===== src/hw/rtl/mlta_pkg.sv =====
// ----------------------------------------------------------------------------
// MAC learning table package
// Request and result types, operation and register codes, reset values.
// ----------------------------------------------------------------------------
package mlta_pkg;

    localparam int MAC_W       = 48;
    localparam int PORT_W      = 4;
    localparam int TIME_W      = 32;
    localparam int COUNT_W     = 7;
    localparam int CFG_INDEX_W = 1;
    localparam int CFG_DATA_W  = 32;

    localparam logic [TIME_W-1:0]  AGING_RESET = 32'd300;
    localparam logic [COUNT_W-1:0] LIMIT_RESET = 7'd64;

    typedef enum logic [1:0] {
        OP_LEARN  = 2'd0,
        OP_LOOKUP = 2'd1,
        OP_TICK   = 2'd2,
        OP_NOP    = 2'd3
    } op_t;

    typedef enum logic [CFG_INDEX_W-1:0] {
        REG_EXPIRATION = 1'd0,
        REG_LIMIT      = 1'd1
    } cfg_reg_t;

    typedef enum logic [1:0] {
        ST_IDLE,
        ST_CMP,
        ST_UPD
    } state_t;

    typedef struct packed {
        logic [1:0]        operation;
        logic [MAC_W-1:0]  mac_addr;
        logic [PORT_W-1:0] port_in;
    } request_t;

    typedef struct packed {
        logic               found;
        logic [PORT_W-1:0]  port_out;
        logic               learned;
        logic [COUNT_W-1:0] entry_count;
    } result_t;

    typedef struct packed {
        logic               hit;
        logic               live;
        logic [PORT_W-1:0]  port;
        logic               free;
    } chain_t;

    typedef struct packed {
        logic              cmp_en;
        logic              upd_en;
        logic [1:0]        operation;
        logic [MAC_W-1:0]  mac;
        logic [PORT_W-1:0] port;
        logic [TIME_W-1:0] expiry;
        logic [TIME_W-1:0] now;
        logic              alloc_ok;
    } ctrl_t;

endpackage


===== src/hw/rtl/mlta_cell.sv =====
// ----------------------------------------------------------------------------
// MAC learning table cell
// One table entry: compares against the request, passes hit, port and
// free-slot status to its neighbor, and updates itself on learn or lookup.
// ----------------------------------------------------------------------------
module mlta_cell (
    input  logic            clk,
    input  logic            rst_n,
    input  mlta_pkg::ctrl_t  ctrl,
    input  mlta_pkg::chain_t chain_in,
    output mlta_pkg::chain_t chain_out
);

    logic                          valid_reg;
    logic                          valid_next;
    logic                          hit_reg;
    logic                          hit_next;
    logic                          live_reg;
    logic                          live_next;
    logic [mlta_pkg::MAC_W-1:0]    mac_reg;
    logic [mlta_pkg::MAC_W-1:0]    mac_next;
    logic [mlta_pkg::PORT_W-1:0]   port_reg;
    logic [mlta_pkg::PORT_W-1:0]   port_next;
    logic [mlta_pkg::TIME_W-1:0]   expiry_reg;
    logic [mlta_pkg::TIME_W-1:0]   expiry_next;
    logic                          store_new;
    logic                          refresh;
    logic                          drop;

    assign chain_out.hit  = chain_in.hit | hit_reg;
    assign chain_out.live = chain_in.live | (hit_reg & live_reg);
    assign chain_out.port = hit_reg ? port_reg : chain_in.port;
    assign chain_out.free = chain_in.free | ~valid_reg;

    always_comb
    begin
        store_new = ctrl.upd_en && (ctrl.operation == mlta_pkg::OP_LEARN) && ctrl.alloc_ok
                    && !chain_in.free && !valid_reg;
        refresh   = ctrl.upd_en && (ctrl.operation == mlta_pkg::OP_LEARN) && hit_reg;
        drop      = ctrl.upd_en && (ctrl.operation == mlta_pkg::OP_LOOKUP) && hit_reg
                    && !live_reg;

        valid_next  = valid_reg;
        mac_next    = mac_reg;
        port_next   = port_reg;
        expiry_next = expiry_reg;
        hit_next    = hit_reg;
        live_next   = live_reg;

        if (ctrl.cmp_en)
        begin
            hit_next  = valid_reg && (mac_reg == ctrl.mac);
            live_next = expiry_reg > ctrl.now;
        end
        if (store_new)
        begin
            valid_next = 1'b1;
            mac_next   = ctrl.mac;
        end
        if (store_new || refresh)
        begin
            port_next   = ctrl.port;
            expiry_next = ctrl.expiry;
        end
        if (drop)
        begin
            valid_next = 1'b0;
        end
    end

    always_ff @(posedge clk or negedge rst_n)
    begin
        if (!rst_n)
        begin
            valid_reg <= 1'b0;
            hit_reg   <= 1'b0;
            live_reg  <= 1'b0;
        end
        else
        begin
            valid_reg <= valid_next;
            hit_reg   <= hit_next;
            live_reg  <= live_next;
        end
    end

    always_ff @(posedge clk)
    begin
        mac_reg    <= mac_next;
        port_reg   <= port_next;
        expiry_reg <= expiry_next;
    end

endmodule


===== config.mk =====
export PLATFORM = sky130hd
export DESIGN_NAME = mlta_cell
export DESIGN_NICKNAME = d
export VERILOG_FILES = /design/src/hw/rtl/mlta_pkg.sv /design/src/hw/rtl/mlta_cell.sv
export SDC_FILE = /design/constraint.sdc
export NUM_CORES = 1
export LEC_CHECK = 0
export BUFFER_PORTS_ARGS = -buffer_cell sky130_fd_sc_hd__buf_2
export CAP_MARGIN = 0
export CORE_ASPECT_RATIO = 1.2
export CORE_MARGIN = 2
export CORE_UTILIZATION = 50
export CTS_CLUSTER_DIAMETER = 150
export DETAILED_ROUTE_END_ITERATION = 16
export GPL_TIMING_DRIVEN = 0
export PLACE_DENSITY = 0.79
export SKIP_CTS_REPAIR_TIMING = 1
export SLEW_MARGIN = 10
export SYNTH_ARGS = -nofsm -noshare
export SYNTH_HDL_FRONTEND = slang
export SYNTH_SLANG_ARGS = --single-unit

===== constraint.sdc =====
create_clock -name clk -period 8.1 [get_ports clk]
set_clock_uncertainty 0.1 [all_clocks]
set_input_delay 1.62 -clock clk [delete_from_list [all_inputs] [get_ports clk]]
set_output_delay 1.62 -clock clk [all_outputs]
set_load 0.02 [all_outputs]

==> flow_metrics.tcl, run 1 <==
set metrics [dict create \
    status "finished clean" \
    crit_path_top_delay_cell "mux2_1" \
    io_pins 137 \
    hold_violations 0 \
    crit_top_cell "buf_2" \
    cp.arrival_ns 2.14 \
    min_period_ns 3.858 \
    routed_wl_um 7749 \
    dr.pass1.iters 4 \
    synth_edf_count 84 \
    largest_register_ffs 48 \
    async_reset_ff_share_pct 3.448 \
    ys_types 37 \
    post-route-period-util_pct 47.63 \
    fin_nets 599 \
    ys_ff_latch 87 \
    cts.htree.levels 3 \
    maxCapViolCount 0 \
    setup_violations 0 \
    gr-usage-met3_pct 3.683 \
    cts_made_buffers 9 \
    power_leakage_nw 2.192 \
    grt_pass1_vias 2759 \
    path_cells "buf_2 > mux2_1 > buf_2" \
    drt_first_iter_violations 98 \
    grt_pass1_wl_um 11930 \
    vias_per_cell 5.076 \
    initial_core_util_pct 51.03 \
    die_h_um 103.1 \
    grt_max_degree 25 \
    top_usage_layer "met2" \
    peakVddDrop_uv 139.3 \
    ys.flop_type "edfxtp_1" \
    cts.sinks 87 \
    worst_setup_path_end_kind "output pin" \
    grt_use_met2_pct 31.60 \
    wl_per_cell_um 14.43 \
    power.total_mw 0.8670 \
    grt_antenna_before_repair 0 \
    hold_path.class "reg -> reg" \
    gp_congestion 0.7119 \
    grt.overflow.total 0 \
    rsz0062_at_grt "no" \
    die-width_um 86.58 \
    root_buffer "clkbuf_8" \
    areaGrowthSynthToFinish_pct 26.33 \
    slowest_delay_ns 0.27 \
    required_ns 6.38 \
    tightest_slew_ns 0.5540 \
    relSlewSlack_pct 62.79 \
    regToRegStartpoint "hit_reg" \
    path_clk_slew_ns 0.08 \
    diodes 0 \
    drc_errors 0 \
    seq_area_frac_synth_pct 63.49 \
    critical_path.startpoint "chain_in[4]" \
    drive_gt1_share_pct 36.20 \
    start_kind "input port" \
    tns_ns 0 \
    syn-num-nets 447 \
    slew_viol_final 0 \
    clock_latency_ns 0.36 \
    yosys_warnings 0 \
    syn_area_per_cell_um2 14.36 \
    hpwlAfterDp_um 6357 \
    fmax_mhz 259.2 \
    met1_usage_pct 19.89 \
    setup.worst_path.class "in -> out" \
    grt.total_usage_pct 17.71 \
    critical_path_buf_inv_count 2 \
    die-area_um2 8925 \
    vias 2726 \
    cp_max_fo 1 \
    hold_start "live_reg" \
    hold_ws_ns 0.5351 \
    numPortBuffers 136 \
    path_delay_family "multiplexers" \
    pre_cts_ws_ns 4.238 \
    core_area_um2 8018 \
    final_cell_mix "136 x buf_2, 84 x edfxtp_1, 34 x inv_1" \
    layout_commonest_cell "buf_2" \
    setup_ws_ns 4.242 \
    num_rows 36 \
    clockBufferDepth 2 \
    cts_tree "done" \
    fillers 613 \
    p_per_area_nw_per_um2 167.7 \
    postRouteAntennaNets 0 \
    synthCells 285 \
    syn-cell-area_um2 4091 \
]
[cell usage after synthesis, drive strengths merged, types with 2 or more instances]
| library cell | number | share of area, % |
|---|---|---|
| nor2 | 2 | 0.18 |
| inv | 34 | 3.1 |
| nor4 | 7 | 1.2 |
| o21ai | 2 | 0.34 |
| a21oi | 13 | 1.6 |
| nor3 | 4 | 0.76 |
| dfrtp | 3 | 1.8 |
| xnor2 | 32 | 6.9 |
| a21o | 4 | 0.73 |
| ha | 32 | 9.8 |
| nand2 | 9 | 0.83 |
| nand2b | 2 | 0.31 |
| xor2 | 16 | 3.4 |
| nand3 | 6 | 0.73 |
| edfxtp | 84 | 62 |
| mux2 | 4 | 1.1 |
| nand4 | 14 | 2.1 |
[path summary, 6_finish.rpt]
path	slack, ns	to	cells after the start
setup reg to reg	6.09	expiry_reg[24]	4
max in group asynchronous	6.84	live_reg	1
setup / recovery	4.24	chain_out[4]	3
min in group asynchronous	0.94	hit_reg	1
hold reg to reg	0.54	valid_reg	1
hold / removal	0.54	valid_reg	1
[per-stage QoR]
stage / std cells / utilization, % / cell area (um2)
after global placement: 516 / 61.08 / 4897
after floorplan: 285 / - / 4098
after CTS: 537 / 64.47 / 5169
after global routing: 537 / 64.47 / 5169
final: 537 / 64.47 / 5169
after detailed placement: 521 / 62.23 / 4990
[logic make-up after synthesis]
family          after synthesis  synth area share [%]
mux                           4                 1.101
fa+ha+maj                    32                 9.786
simple gates                 48                 6.820
xor+xnor                     48                 10.28
compound gates               31                 5.321
flops                        87                 63.49
buf+inv                      35                 3.211
[worst register-to-register path, cell delays in order (launching register included)]
cell	delay (ns)
dfrtp_1	0.33
clkbuf_1	0.38
nand3b_1	0.22
o21bai_4	0.44
buf_16	0.24
[layer usage]
layer	wire length [um]	vias up
met5	0	-
met4	185	0
met3	490	14
met2	3945	100
met1	3128	1258
li1	-	1354
[final cells by class]
type                            count  area (um2)  area share, %
Tap cell                           95       118.9          2.300
Timing Repair Buffer              141       753.2          14.57
Clock inverter                      6       51.30         0.9925
Multi-Input combinational cell    163        1389          26.87
Buffer                              1       3.754        0.07262
Inverter                           34       127.6          2.469
Sequential cell                    87        2597          50.25
Clock buffer                       10       127.6          2.469
[where the power goes]
part           switching [mW]  internal (mW)  leakage [nW]
clock network           0.145          0.139        0.0925
logic                  0.0390         0.0441          1.31
registers             0.00308          0.497         0.791
(Power assumes the default switching activity.)
==> run 2, diff against run 1 <==
--- a/config.mk
+++ b/config.mk
@@ -5,15 +5,16 @@
 export SDC_FILE = /design/constraint.sdc
 export NUM_CORES = 1
 export LEC_CHECK = 0
+export ABC_AREA = 1
 export BUFFER_PORTS_ARGS = -buffer_cell sky130_fd_sc_hd__buf_2
 export CAP_MARGIN = 0
 export CORE_ASPECT_RATIO = 1.2
 export CORE_MARGIN = 2
-export CORE_UTILIZATION = 50
+export CORE_UTILIZATION = 51
 export CTS_CLUSTER_DIAMETER = 150
 export DETAILED_ROUTE_END_ITERATION = 16
 export GPL_TIMING_DRIVEN = 0
-export PLACE_DENSITY = 0.79
+export PLACE_DENSITY = 0.8
 export SKIP_CTS_REPAIR_TIMING = 1
 export SLEW_MARGIN = 10
 export SYNTH_ARGS = -nofsm -noshare
==> constraint.sdc (replaced) <==
create_clock -name clk -period 3.9 [get_ports clk]
set_clock_uncertainty 0.1 [all_clocks]
set_input_delay 0.78 -clock clk [delete_from_list [all_inputs] [get_ports clk]]
set_output_delay 0.78 -clock clk [all_outputs]
set_load 0.02 [all_outputs]
==> flow_metrics.tcl, run 2 <==
set metrics [dict create \
    p_int_mw 1.319 \
    largest_register_ffs 48 \
    grt_antenna_before_repair 0 \
    postRouteAntennaNets 0 \
    synth_compound_area_share_pct 5.678 \
    comb_power_share_pct 9.5 \
    cp_max_fo 10 \
    io_pins 137 \
    hpwlAfterDp_um 6508 \
    areaGrowthSynthToFinish_pct 22.83 \
    root_buffer "clkbuf_8" \
    syn_area_per_cell_um2 10.38 \
    layout_commonest_cell "buf_2" \
    ys_types 26 \
    pwr-share-clk_pct 29.8 \
    synth_top_family_by_area "simple AND/OR/NAND/NOR gates" \
    path_clk_slew_ns 0.07 \
    clockBufferDepth 2 \
    grt_pass1_wl_um 13430 \
    synth_xor_area_share_pct 3.447 \
    cts.htree.levels 3 \
    vias 3198 \
    drt_first_iter_violations 101 \
    slowest_delay_ns 0.37 \
    synthMuxAreaShare_pct 0 \
    tightest_slew_ns 0.8570 \
    post-route-period-util_pct 55.87 \
    syn-num-nets 578 \
    critical_path_buf_inv_count 2 \
    status "finished clean" \
    worst_setup_path_end_kind "output pin" \
    yosys_warnings 0 \
    p_per_area_nw_per_um2 317.6 \
    final_cell_mix "136 x buf_2, 108 x nand2_1, 84 x edfxtp_1" \
    ys_top_cells_by_area "edfxtp_1 58%, nand2_1 9.5%, ha_1 9.3%" \
    gp_congestion 0.8249 \
    reg2reg_to "expiry_reg[29]" \
    wl_per_cell_um 12.13 \
    slew_viol_final 0 \
    peakVddDrop_uv 260.3 \
    cts_tree "done" \
    ys.flop_type "edfxtp_1" \
    p_seq_share_pct 60.8 \
    start_kind "flip-flop" \
    drc_errors 0 \
    setup_violations 0 \
    maxCapViolCount 0 \
    min_period_ns 2.179 \
    synth_top_area_share_pct 58.40 \
    regToRegStartpoint "valid_reg" \
    hold_violations 0 \
    cp.arrival_ns 1.30 \
    ys_ff_latch 87 \
    required_ns 3.02 \
    cts_made_buffers 9 \
    drive_gt1_share_pct 27.21 \
    synth_area_leader_cell "edfxtp_1" \
    initial_core_util_pct 52.98 \
    fin_nets 726 \
    crit_path_top_delay_cell "dfrtp_1" \
    synth_simple_gate_area_share_pct 14.34 \
    rsz0062_at_grt "no" \
    reg2reg_depth 3 \
    routed_wl_um 8249 \
    tns_ns 0 \
    p_sw_mw 0.3664 \
    core_area_um2 8153 \
    numPortBuffers 136 \
    synthCells 416 \
    path_delay_family "flip-flops" \
    path_cells "buf_6 > or2_2 > buf_2" \
    grt_pass1_vias 3265 \
    reg2reg_setup_slack_ns 2.07 \
    seq_area_frac_synth_pct 60.14 \
    die_h_um 104.8 \
    place_inst 667 \
    grt.total_usage_pct 18.65 \
    die-area_um2 9224 \
    setup.worst_path.class "reg -> out" \
    fmax_mhz 458.9 \
    clock_latency_ns 0.35 \
    num_rows 36 \
    synth_edf_count 84 \
    stdcell_count 680 \
    relSlewSlack_pct 42.67 \
    grt.overflow.total 0 \
    dr.pass1.iters 4 \
    power_leakage_nw 2.535 \
    diodes 0 \
    synth_most_common_cell "nand2_1" \
    grt_max_degree 38 \
    synth_common_cells "109 x nand2_1, 84 x edfxtp_1, 77 x inv_1" \
    synth_fa_ha_area_share_pct 9.270 \
    p_sw_share_pct 21.74 \
    cts.sinks 87 \
    async_reset_ff_share_pct 3.448 \
    die-width_um 88.01 \
    syn-cell-area_um2 4319 \
    vias_per_cell 4.703 \
    hold_path.class "in -> async" \
]
[run 2: stage by stage]
| stage | hold slack, ns | cell area, um2 | util [%] | power [mW] | setup WS (ns) |
|---|---|---|---|---|---|
| after floorplan | 0.3723 | 4319 | - | 1.115 | 1.342 |
| after global placement | 0.4111 | 5142 | 63.08 | 1.199 | 0.8483 |
| after detailed placement | 0.4213 | 5165 | 63.35 | 1.206 | 1.401 |
| after CTS | 0.09601 | 5305 | 65.07 | 1.707 | 1.698 |
| after global routing | 0.09446 | 5305 | 65.07 | 1.758 | 1.643 |
| final | 0.1159 | 5305 | 65.07 | 1.685 | 1.721 |
[run 2: how the worst max path moves through the flow]
stage,from,to,slack [ns],cells after the start
floorplan,ctrl[118],mac_reg[0],1.34,5
CTS,hit_reg,chain_out[6],1.70,3
detailed placement,ctrl[118],expiry_reg[29],1.40,6
finish,hit_reg,chain_out[6],1.72,3
global placement,ctrl[118],mac_reg[27],0.85,6
global route,ctrl[118],expiry_reg[12],1.64,6
[run 2: cell families after synthesis]
logic type | count (synthesis)
xor+xnor | 17
compound gates | 44
fa+ha+maj | 32
buf+inv | 80
simple gates | 156
flops | 87
[run 2: per-layer routing]
| metal | up-vias | track usage, % | part of all wire (%) | routed length, um |
|---|---|---|---|---|
| met3 | 17 | 4.818 | 7.0 | 581 |
| li1 | 1655 | - | - | - |
| met1 | 1424 | 20.75 | 39 | 3230 |
| met2 | 102 | 33.01 | 52 | 4255 |
| met5 | - | 0 | 0 | 0 |
| met4 | 0 | 7.900 | 2.2 | 182 |
[run 2: area by class of cell]
| type | instances | area (um2) |
|---|---|---|
| clock inverters | 4 | 16.27 |
| fillers | 662 | 2848 |
| repair buffers | 137 | 700.7 |
| multi-input cells | 249 | 1416 |
| clock buffers | 9 | 123.9 |
| plain buffers | 1 | 11.26 |
| inverters | 79 | 296.5 |
| well taps | 114 | 142.6 |
| flip-flops and latches | 87 | 2597 |
[run 2: worst reg2reg max path, stage by stage (launching register included)]
cell,delay [ns]
dfrtp_1,0.40
inv_1,0.08
nand4_1,0.18
nand2_2,0.68
[run 2: power by group through the flow]
stage | Combinational [mW] | Clock, mW | Sequential, mW
floorplan | 0.0698 | 0 | 1.05
global placement | 0.153 | 0 | 1.05
detailed placement | 0.161 | 0 | 1.05
CTS | 0.162 | 0.522 | 1.02
global route | 0.184 | 0.550 | 1.02
finish | 0.159 | 0.502 | 1.02
